===== config.mk =====
export PLATFORM = sky130hd
export DESIGN_NAME = priority_message_queue
export DESIGN_NICKNAME = d
export VERILOG_FILES = /design/src/rtl/pmq_pkg.sv /design/src/rtl/pmq_ctrl.sv /design/src/rtl/pmq_dp.sv /design/src/rtl/priority_message_queue.sv
export SDC_FILE = /design/constraint.sdc
export NUM_CORES = 2
export LEC_CHECK = 0
export ABC_CLOCK_PERIOD_IN_PS = 12830
export BUFFER_PORTS_ARGS = -buffer_cell sky130_fd_sc_hd__buf_4
export CORE_MARGIN = 2
export CORE_UTILIZATION = 60
export DETAILED_ROUTE_END_ITERATION = 8
export HOLD_SLACK_MARGIN = 0.02
export PLACE_DENSITY_LB_ADDON = 0.05
export RECOVER_POWER = 100
export SETUP_SLACK_MARGIN = 0.1
export SYNTH_ARGS = -nofsm -noshare
export SYNTH_HDL_FRONTEND = slang
export SYNTH_HIERARCHICAL = 1
export SYNTH_SLANG_ARGS = --single-unit

===== constraint.sdc =====
create_clock -name i_clk -period 12.83 [get_ports i_clk]
set_input_delay 2.566 -clock i_clk [delete_from_list [all_inputs] [get_ports i_clk]]
set_output_delay 2.566 -clock i_clk [all_outputs]
set_load 0.01 [all_outputs]

===== src/rtl/pmq_pkg.sv =====
// ----------------------------------------------------------------------------
// pmq_pkg
// Shared types, constants and helpers for the priority message queue.
// ----------------------------------------------------------------------------
package pmq_pkg;

    localparam int DEPTH         = 16;
    localparam int SLOT_W        = $clog2(DEPTH);
    localparam int LEVELS        = 8;
    localparam int PRIO_W        = $clog2(LEVELS);
    localparam int PAYLOAD_BYTES = 8;
    localparam int DATA_W        = 8 * PAYLOAD_BYTES;
    localparam int REQ_LEN_W     = 8;
    localparam int LEN_W         = 4;
    localparam int CNT_W         = 5;
    localparam int CFG_IDX_W     = 2;
    localparam int CFG_DATA_W    = 5;
    localparam int S_TDATA_W     = 80;
    localparam int M_TDATA_W     = 80;

    localparam logic [1:0] ACC_RDONLY = 2'd0;
    localparam logic [1:0] ACC_WRONLY = 2'd1;

    typedef enum logic [2:0] {
        ST_OK    = 3'd0,
        ST_BADF  = 3'd1,
        ST_SIZE  = 3'd2,
        ST_AGAIN = 3'd3,
        ST_BLOCK = 3'd4
    } t_status;

    typedef enum logic {
        CMD_SEND = 1'b0,
        CMD_RECV = 1'b1
    } t_op;

    typedef enum logic [CFG_IDX_W-1:0] {
        CFG_ACCESS    = 2'd0,
        CFG_NONBLOCK  = 2'd1,
        CFG_MAX_MSGS  = 2'd2,
        CFG_MAX_BYTES = 2'd3
    } t_cfg_idx;

    typedef enum logic {
        S_IDLE = 1'b0,
        S_EXEC = 1'b1
    } t_state;

    typedef struct packed {
        logic    load_in;
        logic    load_out;
        logic    do_send;
        logic    do_recv;
        t_status code;
    } t_dp_cmd;

    typedef struct packed {
        logic is_recv;
        logic acc_ok;
        logic size_ok;
        logic room_ok;
        logic nonblocking;
    } t_dp_stat;

    function automatic logic [DATA_W-1:0] byte_mask(input logic [LEN_W-1:0] nbytes);
        logic [DATA_W-1:0] m;
        m = '0;
        for (int b = 0; b < PAYLOAD_BYTES; b++) begin
            if (LEN_W'(b) < nbytes) begin
                m[b*8 +: 8] = 8'hFF;
            end
        end
        return m;
    endfunction

endpackage


===== src/rtl/pmq_ctrl.sv =====
// ----------------------------------------------------------------------------
// pmq_ctrl
// Request sequencer: takes a request, issues one execute step when the
// result register is free, and tracks the result valid flag.
// ----------------------------------------------------------------------------
module pmq_ctrl
    import pmq_pkg::*;
(
    input  logic     i_clk,
    input  logic     i_rst_n,
    input  logic     i_s_tvalid,
    output logic     o_s_tready,
    output logic     o_m_tvalid,
    input  logic     i_m_tready,
    input  t_dp_stat i_stat,
    output t_dp_cmd  o_cmd
);

    t_state  r_state, n_state;
    logic    r_out_valid, n_out_valid;
    logic    out_free;
    t_status code;

    always_ff @(posedge i_clk) begin
        if (!i_rst_n) begin
            r_state     <= S_IDLE;
            r_out_valid <= 1'b0;
        end else begin
            r_state     <= n_state;
            r_out_valid <= n_out_valid;
        end
    end

    assign out_free = !r_out_valid || i_m_tready;

    always_comb begin
        priority if (!i_stat.acc_ok) begin
            code = ST_BADF;
        end else if (!i_stat.size_ok) begin
            code = ST_SIZE;
        end else if (!i_stat.room_ok) begin
            code = i_stat.nonblocking ? ST_AGAIN : ST_BLOCK;
        end else begin
            code = ST_OK;
        end
    end

    always_comb begin
        n_state    = r_state;
        o_cmd      = '0;
        o_s_tready = 1'b0;
        unique case (r_state)
            S_IDLE: begin
                o_s_tready = 1'b1;
                if (i_s_tvalid) begin
                    o_cmd.load_in = 1'b1;
                    n_state       = S_EXEC;
                end
            end
            S_EXEC: begin
                if (out_free) begin
                    o_cmd.load_out = 1'b1;
                    o_cmd.code     = code;
                    o_cmd.do_send  = (code == ST_OK) && !i_stat.is_recv;
                    o_cmd.do_recv  = (code == ST_OK) && i_stat.is_recv;
                    n_state        = S_IDLE;
                end
            end
            default: n_state = S_IDLE;
        endcase
        n_out_valid = o_cmd.load_out || (r_out_valid && !i_m_tready);
    end

    assign o_m_tvalid = r_out_valid;

endmodule


===== src/rtl/pmq_dp.sv =====
// ----------------------------------------------------------------------------
// pmq_dp
// Datapath: configuration registers, request latch, slot pool with free
// list and per-level FIFO links, message store and result register.
// ----------------------------------------------------------------------------
module pmq_dp
    import pmq_pkg::*;
(
    input  logic                  i_clk,
    input  logic                  i_rst_n,
    input  logic                  i_cfg_valid,
    input  logic [CFG_IDX_W-1:0]  i_cfg_index,
    input  logic [CFG_DATA_W-1:0] i_cfg_data,
    input  logic                  i_op,
    input  logic [DATA_W-1:0]     i_payload,
    input  logic [REQ_LEN_W-1:0]  i_length,
    input  logic [PRIO_W-1:0]     i_priority,
    input  t_dp_cmd               i_cmd,
    output t_dp_stat              o_stat,
    output logic [2:0]            o_status,
    output logic [DATA_W-1:0]     o_data,
    output logic [LEN_W-1:0]      o_length,
    output logic [PRIO_W-1:0]     o_priority,
    output logic                  o_wake,
    output logic [CNT_W-1:0]      o_count
);

    logic [1:0]       r_access_mode;
    logic             r_nonblocking;
    logic [CNT_W-1:0] r_max_msgs;
    logic [LEN_W-1:0] r_max_bytes;

    t_op                  r_op;
    logic [DATA_W-1:0]    r_payload;
    logic [REQ_LEN_W-1:0] r_len;
    logic [PRIO_W-1:0]    r_prio;

    logic [SLOT_W-1:0] r_next_link [DEPTH];
    logic [SLOT_W-1:0] r_level_head [LEVELS];
    logic [SLOT_W-1:0] r_level_tail [LEVELS];
    logic [LEVELS-1:0] r_level_nonempty;
    logic [SLOT_W-1:0] r_free_head;
    logic [CNT_W-1:0]  r_held_count;

    logic [DATA_W-1:0] r_payload_mem [DEPTH];
    logic [LEN_W-1:0]  r_length_mem [DEPTH];

    logic [DATA_W-1:0] r_rd_data;
    logic [LEN_W-1:0]  r_rd_len;
    logic [PRIO_W-1:0] r_prio_out;
    t_status           r_status;

    logic              can_read, can_write;
    logic [LEN_W-1:0]  limit;
    logic [CNT_W-1:0]  cap;
    logic [PRIO_W-1:0] top_level;
    logic [SLOT_W-1:0] rx_slot;

    always_ff @(posedge i_clk) begin
        if (!i_rst_n) begin
            r_access_mode <= 2'd2;
            r_nonblocking <= 1'b1;
            r_max_msgs    <= CNT_W'(DEPTH);
            r_max_bytes   <= LEN_W'(PAYLOAD_BYTES);
        end else if (i_cfg_valid) begin
            unique case (t_cfg_idx'(i_cfg_index))
                CFG_ACCESS:    r_access_mode <= i_cfg_data[1:0];
                CFG_NONBLOCK:  r_nonblocking <= i_cfg_data[0];
                CFG_MAX_MSGS:  r_max_msgs    <= i_cfg_data[CNT_W-1:0];
                CFG_MAX_BYTES: r_max_bytes   <= i_cfg_data[LEN_W-1:0];
                default:       r_access_mode <= r_access_mode;
            endcase
        end
    end

    always_ff @(posedge i_clk) begin
        if (i_cmd.load_in) begin
            r_op      <= t_op'(i_op);
            r_payload <= i_payload;
            r_len     <= i_length;
            r_prio    <= i_priority;
        end
    end

    assign can_read  = (r_access_mode == ACC_RDONLY) || r_access_mode[1];
    assign can_write = (r_access_mode == ACC_WRONLY) || r_access_mode[1];
    assign limit     = (r_max_bytes > LEN_W'(PAYLOAD_BYTES)) ? LEN_W'(PAYLOAD_BYTES)
                                                             : r_max_bytes;
    assign cap       = (r_max_msgs > CNT_W'(DEPTH)) ? CNT_W'(DEPTH) : r_max_msgs;

    always_comb begin
        top_level = '0;
        for (int i = 0; i < LEVELS; i++) begin
            if (r_level_nonempty[i]) begin
                top_level = PRIO_W'(i);
            end
        end
    end

    assign rx_slot = r_level_head[top_level];

    always_comb begin
        o_stat.is_recv     = (r_op == CMD_RECV);
        o_stat.nonblocking = r_nonblocking;
        if (r_op == CMD_RECV) begin
            o_stat.acc_ok  = can_read;
            o_stat.size_ok = r_len >= REQ_LEN_W'(limit);
            o_stat.room_ok = (r_held_count != '0) && (r_level_nonempty != '0);
        end else begin
            o_stat.acc_ok  = can_write;
            o_stat.size_ok = r_len <= REQ_LEN_W'(limit);
            o_stat.room_ok = (r_held_count < cap) && (r_held_count < CNT_W'(DEPTH));
        end
    end

    always_ff @(posedge i_clk) begin
        if (!i_rst_n) begin
            for (int i = 0; i < DEPTH; i++) begin
                r_next_link[i] <= SLOT_W'(i + 1);
            end
            for (int i = 0; i < LEVELS; i++) begin
                r_level_head[i] <= '0;
                r_level_tail[i] <= '0;
            end
            r_level_nonempty <= '0;
            r_free_head      <= '0;
            r_held_count     <= '0;
        end else if (i_cmd.do_send) begin
            r_free_head <= r_next_link[r_free_head];
            if (r_level_nonempty[r_prio]) begin
                r_next_link[r_level_tail[r_prio]] <= r_free_head;
            end else begin
                r_level_head[r_prio]     <= r_free_head;
                r_level_nonempty[r_prio] <= 1'b1;
            end
            r_level_tail[r_prio] <= r_free_head;
            r_held_count         <= r_held_count + CNT_W'(1);
        end else if (i_cmd.do_recv) begin
            if (rx_slot == r_level_tail[top_level]) begin
                r_level_nonempty[top_level] <= 1'b0;
            end else begin
                r_level_head[top_level] <= r_next_link[rx_slot];
            end
            r_next_link[rx_slot] <= r_free_head;
            r_free_head          <= rx_slot;
            r_held_count         <= r_held_count - CNT_W'(1);
        end
    end

    always_ff @(posedge i_clk) begin
        if (i_cmd.do_send) begin
            r_payload_mem[r_free_head] <= r_payload & byte_mask(r_len[LEN_W-1:0]);
            r_length_mem[r_free_head]  <= r_len[LEN_W-1:0];
        end
    end

    always_ff @(posedge i_clk) begin
        if (i_cmd.load_out) begin
            r_status <= i_cmd.code;
            if (i_cmd.do_recv) begin
                r_rd_data  <= r_payload_mem[rx_slot];
                r_rd_len   <= r_length_mem[rx_slot];
                r_prio_out <= top_level;
            end else begin
                r_rd_data  <= '0;
                r_rd_len   <= '0;
                r_prio_out <= '0;
            end
        end
    end

    assign o_status   = r_status;
    assign o_data     = r_rd_data;
    assign o_length   = r_rd_len;
    assign o_priority = r_prio_out;
    assign o_wake     = (r_status == ST_OK);
    assign o_count    = r_held_count;

endmodule


===== src/rtl/priority_message_queue.sv =====
// A request taken on s_axis is latched in the request register; the execute step then loads
// the result register on m_axis once it is free. The sequencer alternates take and execute,
// taking no new request before the execute step, which does the slot-list read-modify-write.
// A waiting result holds; the next request is taken but executes once that result is taken.
// Reset (synchronous, active low): free list chained in slot order, all levels empty,
// configuration back to read/write, nonblocking, 16 messages of 8 bytes.
// ----------------------------------------------------------------------------
// priority_message_queue
// Priority message queue with one FIFO per level over a shared slot pool.
// ----------------------------------------------------------------------------
module priority_message_queue
    import pmq_pkg::*;
(
    input  logic                  i_clk,
    input  logic                  i_rst_n,
    input  logic                  i_cfg_valid,
    output logic                  o_cfg_ready,
    input  logic [CFG_IDX_W-1:0]  i_cfg_index,
    input  logic [CFG_DATA_W-1:0] i_cfg_data,
    input  logic                  s_axis_tvalid,
    output logic                  s_axis_tready,
    // payload[63:0], length[71:64], priority_req[74:72], zero pad[79:75]
    input  logic [S_TDATA_W-1:0]  s_axis_tdata,
    // cmd[0]
    input  logic                  s_axis_tuser,
    output logic                  m_axis_tvalid,
    input  logic                  m_axis_tready,
    // status[2:0], data_out[66:3], length_out[70:67], priority_out[73:71],
    // wake_peer[74], message_count[79:75]
    output logic [M_TDATA_W-1:0]  m_axis_tdata
);

    t_dp_cmd  cmd;
    t_dp_stat stat;

    logic [2:0]        res_status;
    logic [DATA_W-1:0] res_data;
    logic [LEN_W-1:0]  res_length;
    logic [PRIO_W-1:0] res_priority;
    logic              res_wake;
    logic [CNT_W-1:0]  res_count;

    assign o_cfg_ready = 1'b1;

    pmq_ctrl u_ctrl (
        .i_clk      (i_clk),
        .i_rst_n    (i_rst_n),
        .i_s_tvalid (s_axis_tvalid),
        .o_s_tready (s_axis_tready),
        .o_m_tvalid (m_axis_tvalid),
        .i_m_tready (m_axis_tready),
        .i_stat     (stat),
        .o_cmd      (cmd)
    );

    pmq_dp u_dp (
        .i_clk       (i_clk),
        .i_rst_n     (i_rst_n),
        .i_cfg_valid (i_cfg_valid),
        .i_cfg_index (i_cfg_index),
        .i_cfg_data  (i_cfg_data),
        .i_op        (s_axis_tuser),
        .i_payload   (s_axis_tdata[DATA_W-1:0]),
        .i_length    (s_axis_tdata[DATA_W +: REQ_LEN_W]),
        .i_priority  (s_axis_tdata[DATA_W+REQ_LEN_W +: PRIO_W]),
        .i_cmd       (cmd),
        .o_stat      (stat),
        .o_status    (res_status),
        .o_data      (res_data),
        .o_length    (res_length),
        .o_priority  (res_priority),
        .o_wake      (res_wake),
        .o_count     (res_count)
    );

    assign m_axis_tdata = {res_count, res_wake, res_priority, res_length, res_data,
                           res_status};

endmodule


==> impl_metrics.py <==
metrics = {
    "critical_path": {
        "cpPeakStageDelay_ps": 2620,
        "path_max_fanout": 78,
        "crit_start": "u_dp/r_level_nonempty[7]$_SDFFE_PN0P_",
        "r2r_start": "u_dp/r_level_nonempty[7]$_SDFFE_PN0P_",
        "r2r_setup_slack_ps": 4150,
        "crit_path_end": "u_dp/o_data[17]$_SDFFCE_PN0P_",
        "reg2reg_to": "u_dp/o_data[17]$_SDFFCE_PN0P_",
        "path_delay_family": "buffers and inverters",
        "crit_chain": "or4_1 -> nor3_1 -> a32oi_1 -> nand2_1 -> buf_4 -> clkbuf_1 -> nand2_1 -> and3_1 -> a311oi_1 -> a31oi_1 -> a211oi_1",
        "critPathKind": "reg -> reg",
        "critPathCaptureType": "register",
        "cp_num_buf_inv": 2,
        "crit_required_ps": 13360,
        "cp_data_arrival_time_ps": 9210,
        "r2r_cells": 11,
        "crit_cells": 11,
        "cp_common_cell": "nand2_1",
        "crit_path_start_kind": "register",
        "slowest_stage": "clkbuf_1",
    },
    "timing": {
        "setup_viol": 0,
        "finalCriticalPeriod_ps": 8680,
        "fmax_mhz": 115,
        "fin_crit_sh_pct": 67.7,
        "slew_headroom_pct": -182,
        "worstMarginPinSlew_ps": 4230,
        "fin_setup_tns_ps": 0,
        "drv_slew": 801,
        "rsz0062_at_grt": "no",
        "skew_ps": 29.0,
        "finalHoldViolations": 0,
    },
    "logic_synthesis": {
        "synth_cell_types": 74,
        "syn_area_sq_mm": 0.0569,
        "synthCells": 4281,
        "synthXorXnorAreaFrac_pct": 0.152,
        "synth_fa_ha_area_share_pct": 0.277,
        "synth_edf_count": 1366,
        "synth-seq-cells": 1404,
        "ys_seq_area_share_pct": 73.5,
        "synthSimpleGateAreaFrac_pct": 15.2,
        "synth_fp_nets": 4386,
        "synth_top_family_by_area": "simple AND/OR/NAND/NOR gates",
        "synth.area.mux_share_pct": 1.71,
        "avgSynthCellArea_sq_um": 13.3,
        "synth-compound-area-share_pct": 6.80,
        "yosys_warnings": 6,
        "ys.flop_type": "edfxtp_1",
        "async_flop_share_pct": 0,
    },
    "route": {
        "drcViolationCount": 0,
        "via_per_inst": 6.24,
        "dr.first_iter.drc_count": 4148,
        "routed_wl_mm": 139,
        "wl_per_cell_um": 24.2,
        "ant_nets": 0,
        "drt_first_pass_iters": 6,
        "vias": 35800,
    },
    "clock_tree": {
        "cts_sinks": 1404,
        "cts_root_buf": "clkbuf_16",
        "clock_latency_ps": 760,
        "numCtsBuffers": 143,
        "cts_tree": "yes",
        "htree_levels": 4,
        "cts_resized": 0,
        "cts_setup_buffers": 0,
        "clock_path_buffers": 3,
        "hold_buffers": 0,
        "path_clk_slew_ps": 60,
    },
    "floorplanning": {
        "die_h_um": 312,
        "die_area_sq_mm": 0.0973,
        "core_region_area_sq_mm": 0.0936,
        "fp.dieW_um": 312,
        "start_util_pct": 60.7,
        "io_pins": 176,
        "std_cell_rows": 112,
    },
    "power": {
        "peakVddDrop_mv": 0.118,
        "p_leak_nw": 21.4,
        "p_per_area_mw_per_mm2": 155,
    },
    "run_status": {
        "violations": "capacitance limit, slew limit",
        "status": "finished, violations left",
    },
    "global_routing": {
        "gr-total-overflow": 0,
        "antenna_found_initial": 3,
        "grt_pass1_wl_mm": 209,
        "grt_max_degree": 184,
        "grt.total_usage_pct": 28.4,
        "grt_pass1_vias": 34600,
    },
    "placement": {
        "numPortBuffers": 169,
        "dpl.hpwl_mm": 68.4,
        "dp.cells": 5467,
        "routabilityCongestion": 0.843,
    },
    "final_layout": {
        "final_cells": 5728,
        "layout-drive-gt1-share_pct": 8.18,
        "finalNetCount": 4463,
        "area_growth_pct": 11.0,
    },
    "run": {
        "maxCapViolCount": 25,
    },
    "worst_hold_path": {
        "worst_hold_path_type": "reg -> reg",
    },
}
==> cell usage after synthesis, types with 12 or more instances <==
library cell  count  share of area [%]
nand2_1        1195                7.9
dfxtp_1          38                1.3
a211oi_1         81                1.1
a311oi_1        205                3.2
nor2_1          139               0.92
edfxtp_1       1366                 72
mux2i_1          32               0.56
buf_1            41               0.27
nor3_1           39               0.34
nor2b_1          60               0.66
clkbuf_1        196                1.3
o21ai_0          20               0.18
a31oi_1          73               0.80
and3_1          140                1.5
a21oi_1          25               0.22
and2_1           24               0.26
buf_2            63               0.55
nand3_1         326                2.9
inv_1            18               0.12
mux4_2           28                1.1
nand2b_1         19               0.21
a21o_1           12               0.16
==> where the power goes <==
part	leakage (nW)	switching (mW)	internal, mW	total (mW)
logic	6.36	0.397	0.154	0.551
clock network	2.22	1.69	2.36	4.06
registers	12.8	0.0319	5.11	5.14
total	21.4	2.12	7.63	9.75
==> how the worst min path moves through the flow <==
stage          cells after the start                          startpoint                            endpoint
5_1_grt                            2  u_dp/r_access_mode[1]$_SDFFE_PN1P_  u_dp/r_access_mode[1]$_SDFFE_PN1P_
2_1_floorplan                      2  u_dp/r_access_mode[1]$_SDFFE_PN1P_  u_dp/r_access_mode[1]$_SDFFE_PN1P_
3_5_place_dp                       2  u_dp/r_access_mode[1]$_SDFFE_PN1P_  u_dp/r_access_mode[1]$_SDFFE_PN1P_
4_1_cts                            2  u_dp/r_access_mode[1]$_SDFFE_PN1P_  u_dp/r_access_mode[1]$_SDFFE_PN1P_
3_3_place_gp                       2  u_dp/r_access_mode[1]$_SDFFE_PN1P_  u_dp/r_access_mode[1]$_SDFFE_PN1P_
6_report                           2  u_dp/r_access_mode[1]$_SDFFE_PN1P_  u_dp/r_access_mode[1]$_SDFFE_PN1P_
==> state kept, by name (all words and copies together) (netlist names), named ones only <==
register / count
u_dp/r_free_head: 4
u_dp/r_length_mem: 64
u_dp/o_count: 5
u_ctrl/r_state: 1
u_dp/r_nonblocking: 1
u_dp/r_level_head: 32
u_dp/o_priority: 3
u_dp/r_payload_mem: 1024
u_dp/o_length: 4
u_dp/r_len: 8
u_dp/r_max_msgs: 5
u_dp/r_max_bytes: 4
u_dp/r_op: 1
u_dp/r_level_tail: 32
u_dp/r_access_mode: 2
u_dp/o_data: 64
u_ctrl/o_m_tvalid: 1
u_dp/o_status: 3
u_dp/r_prio: 3
u_dp/r_payload: 64
u_dp/r_level_nonempty: 8
u_dp/r_next_link: 64
==> layout make-up <==
type,instances,area [sq um]
Clock buffer,179,3750
Fill cell,6747,30500
Antenna cell,1,2.50
Tap cell,1254,1570
Inverter,21,81.3
Sequential cell,1404,41800
Multi-Input combinational cell,2547,13700
Clock inverter,81,811
Timing Repair Buffer,241,1410
==> per-layer routing <==
layer | wire, um | track usage [%] | up-vias
met2 | 66700 | 45.6 | 1571
met1 | 57700 | 40.5 | 17800
li1 | - | - | 16100
met4 | 3350 | 9.60 | 0
met5 | 0 | 0 | -
met3 | 11000 | 3.99 | 251
==> stage by stage <==
stage / setup slack [ps] / total power [mW] / util (%) / instance area (sq um) / hold slack, ps
2_1_floorplan: 3920 / 5.59 / - / 56900 / 432
3_3_place_gp: 6440 / 5.79 / 63.2 / 59200 / 449
3_5_place_dp: 6400 / 5.80 / 63.2 / 59200 / 450
4_1_cts: 7150 / 9.82 / 68.1 / 63800 / 465
5_1_grt: 3540 / 10.0 / 67.4 / 63100 / 516
6_report: 4150 / 9.75 / 67.4 / 63100 / 465
==> cells by family after synthesis <==
kind of cell / after synthesis
simple gates: 1980
flops: 1404
compound gates: 483
buf+inv: 330
mux: 62
fa+ha+maj: 12
xor+xnor: 9
other cells: 1
==> tightest hold or removal path, delay by kind of cell (launching register included) <==
| family | cells | cell delay, ps |
|---|---|---|
| mux | 1 | 60 |
| flops | 1 | 320 |
| simple gates | 1 | 50 |
==> cells in the final DEF, fill, tap and decap left out, types with 14 or more instances in the layout <==
| cell type | Yosys | layout |
|---|---|---|
| a211oi_1 | 81 | 81 |
| a21oi_1 | 25 | 25 |
| a311oi_1 | 205 | 205 |
| a31oi_1 | 73 | 74 |
| and2_0 | 0 | 19 |
| and3_1 | 140 | 140 |
| buf_4 | 6 | 51 |
| bufinv_16 | 0 | 14 |
| clkbuf_1 | 196 | 149 |
| clkbuf_16 | 0 | 144 |
| clkbuf_4 | 0 | 71 |
| clkinv_1 | 2 | 33 |
| clkinv_2 | 0 | 19 |
| dfxtp_1 | 38 | 38 |
| edfxtp_1 | 1366 | 1366 |
| inv_1 | 18 | 18 |
| mux2i_1 | 32 | 32 |
| mux4_2 | 28 | 28 |
| nand2_1 | 1195 | 1195 |
| nand2b_1 | 19 | 19 |
| nand3_1 | 326 | 326 |
| nor2_1 | 139 | 134 |
| nor2b_1 | 60 | 60 |
| nor3_1 | 39 | 40 |
| o21ai_0 | 20 | 21 |
(Power assumes the default switching activity.)
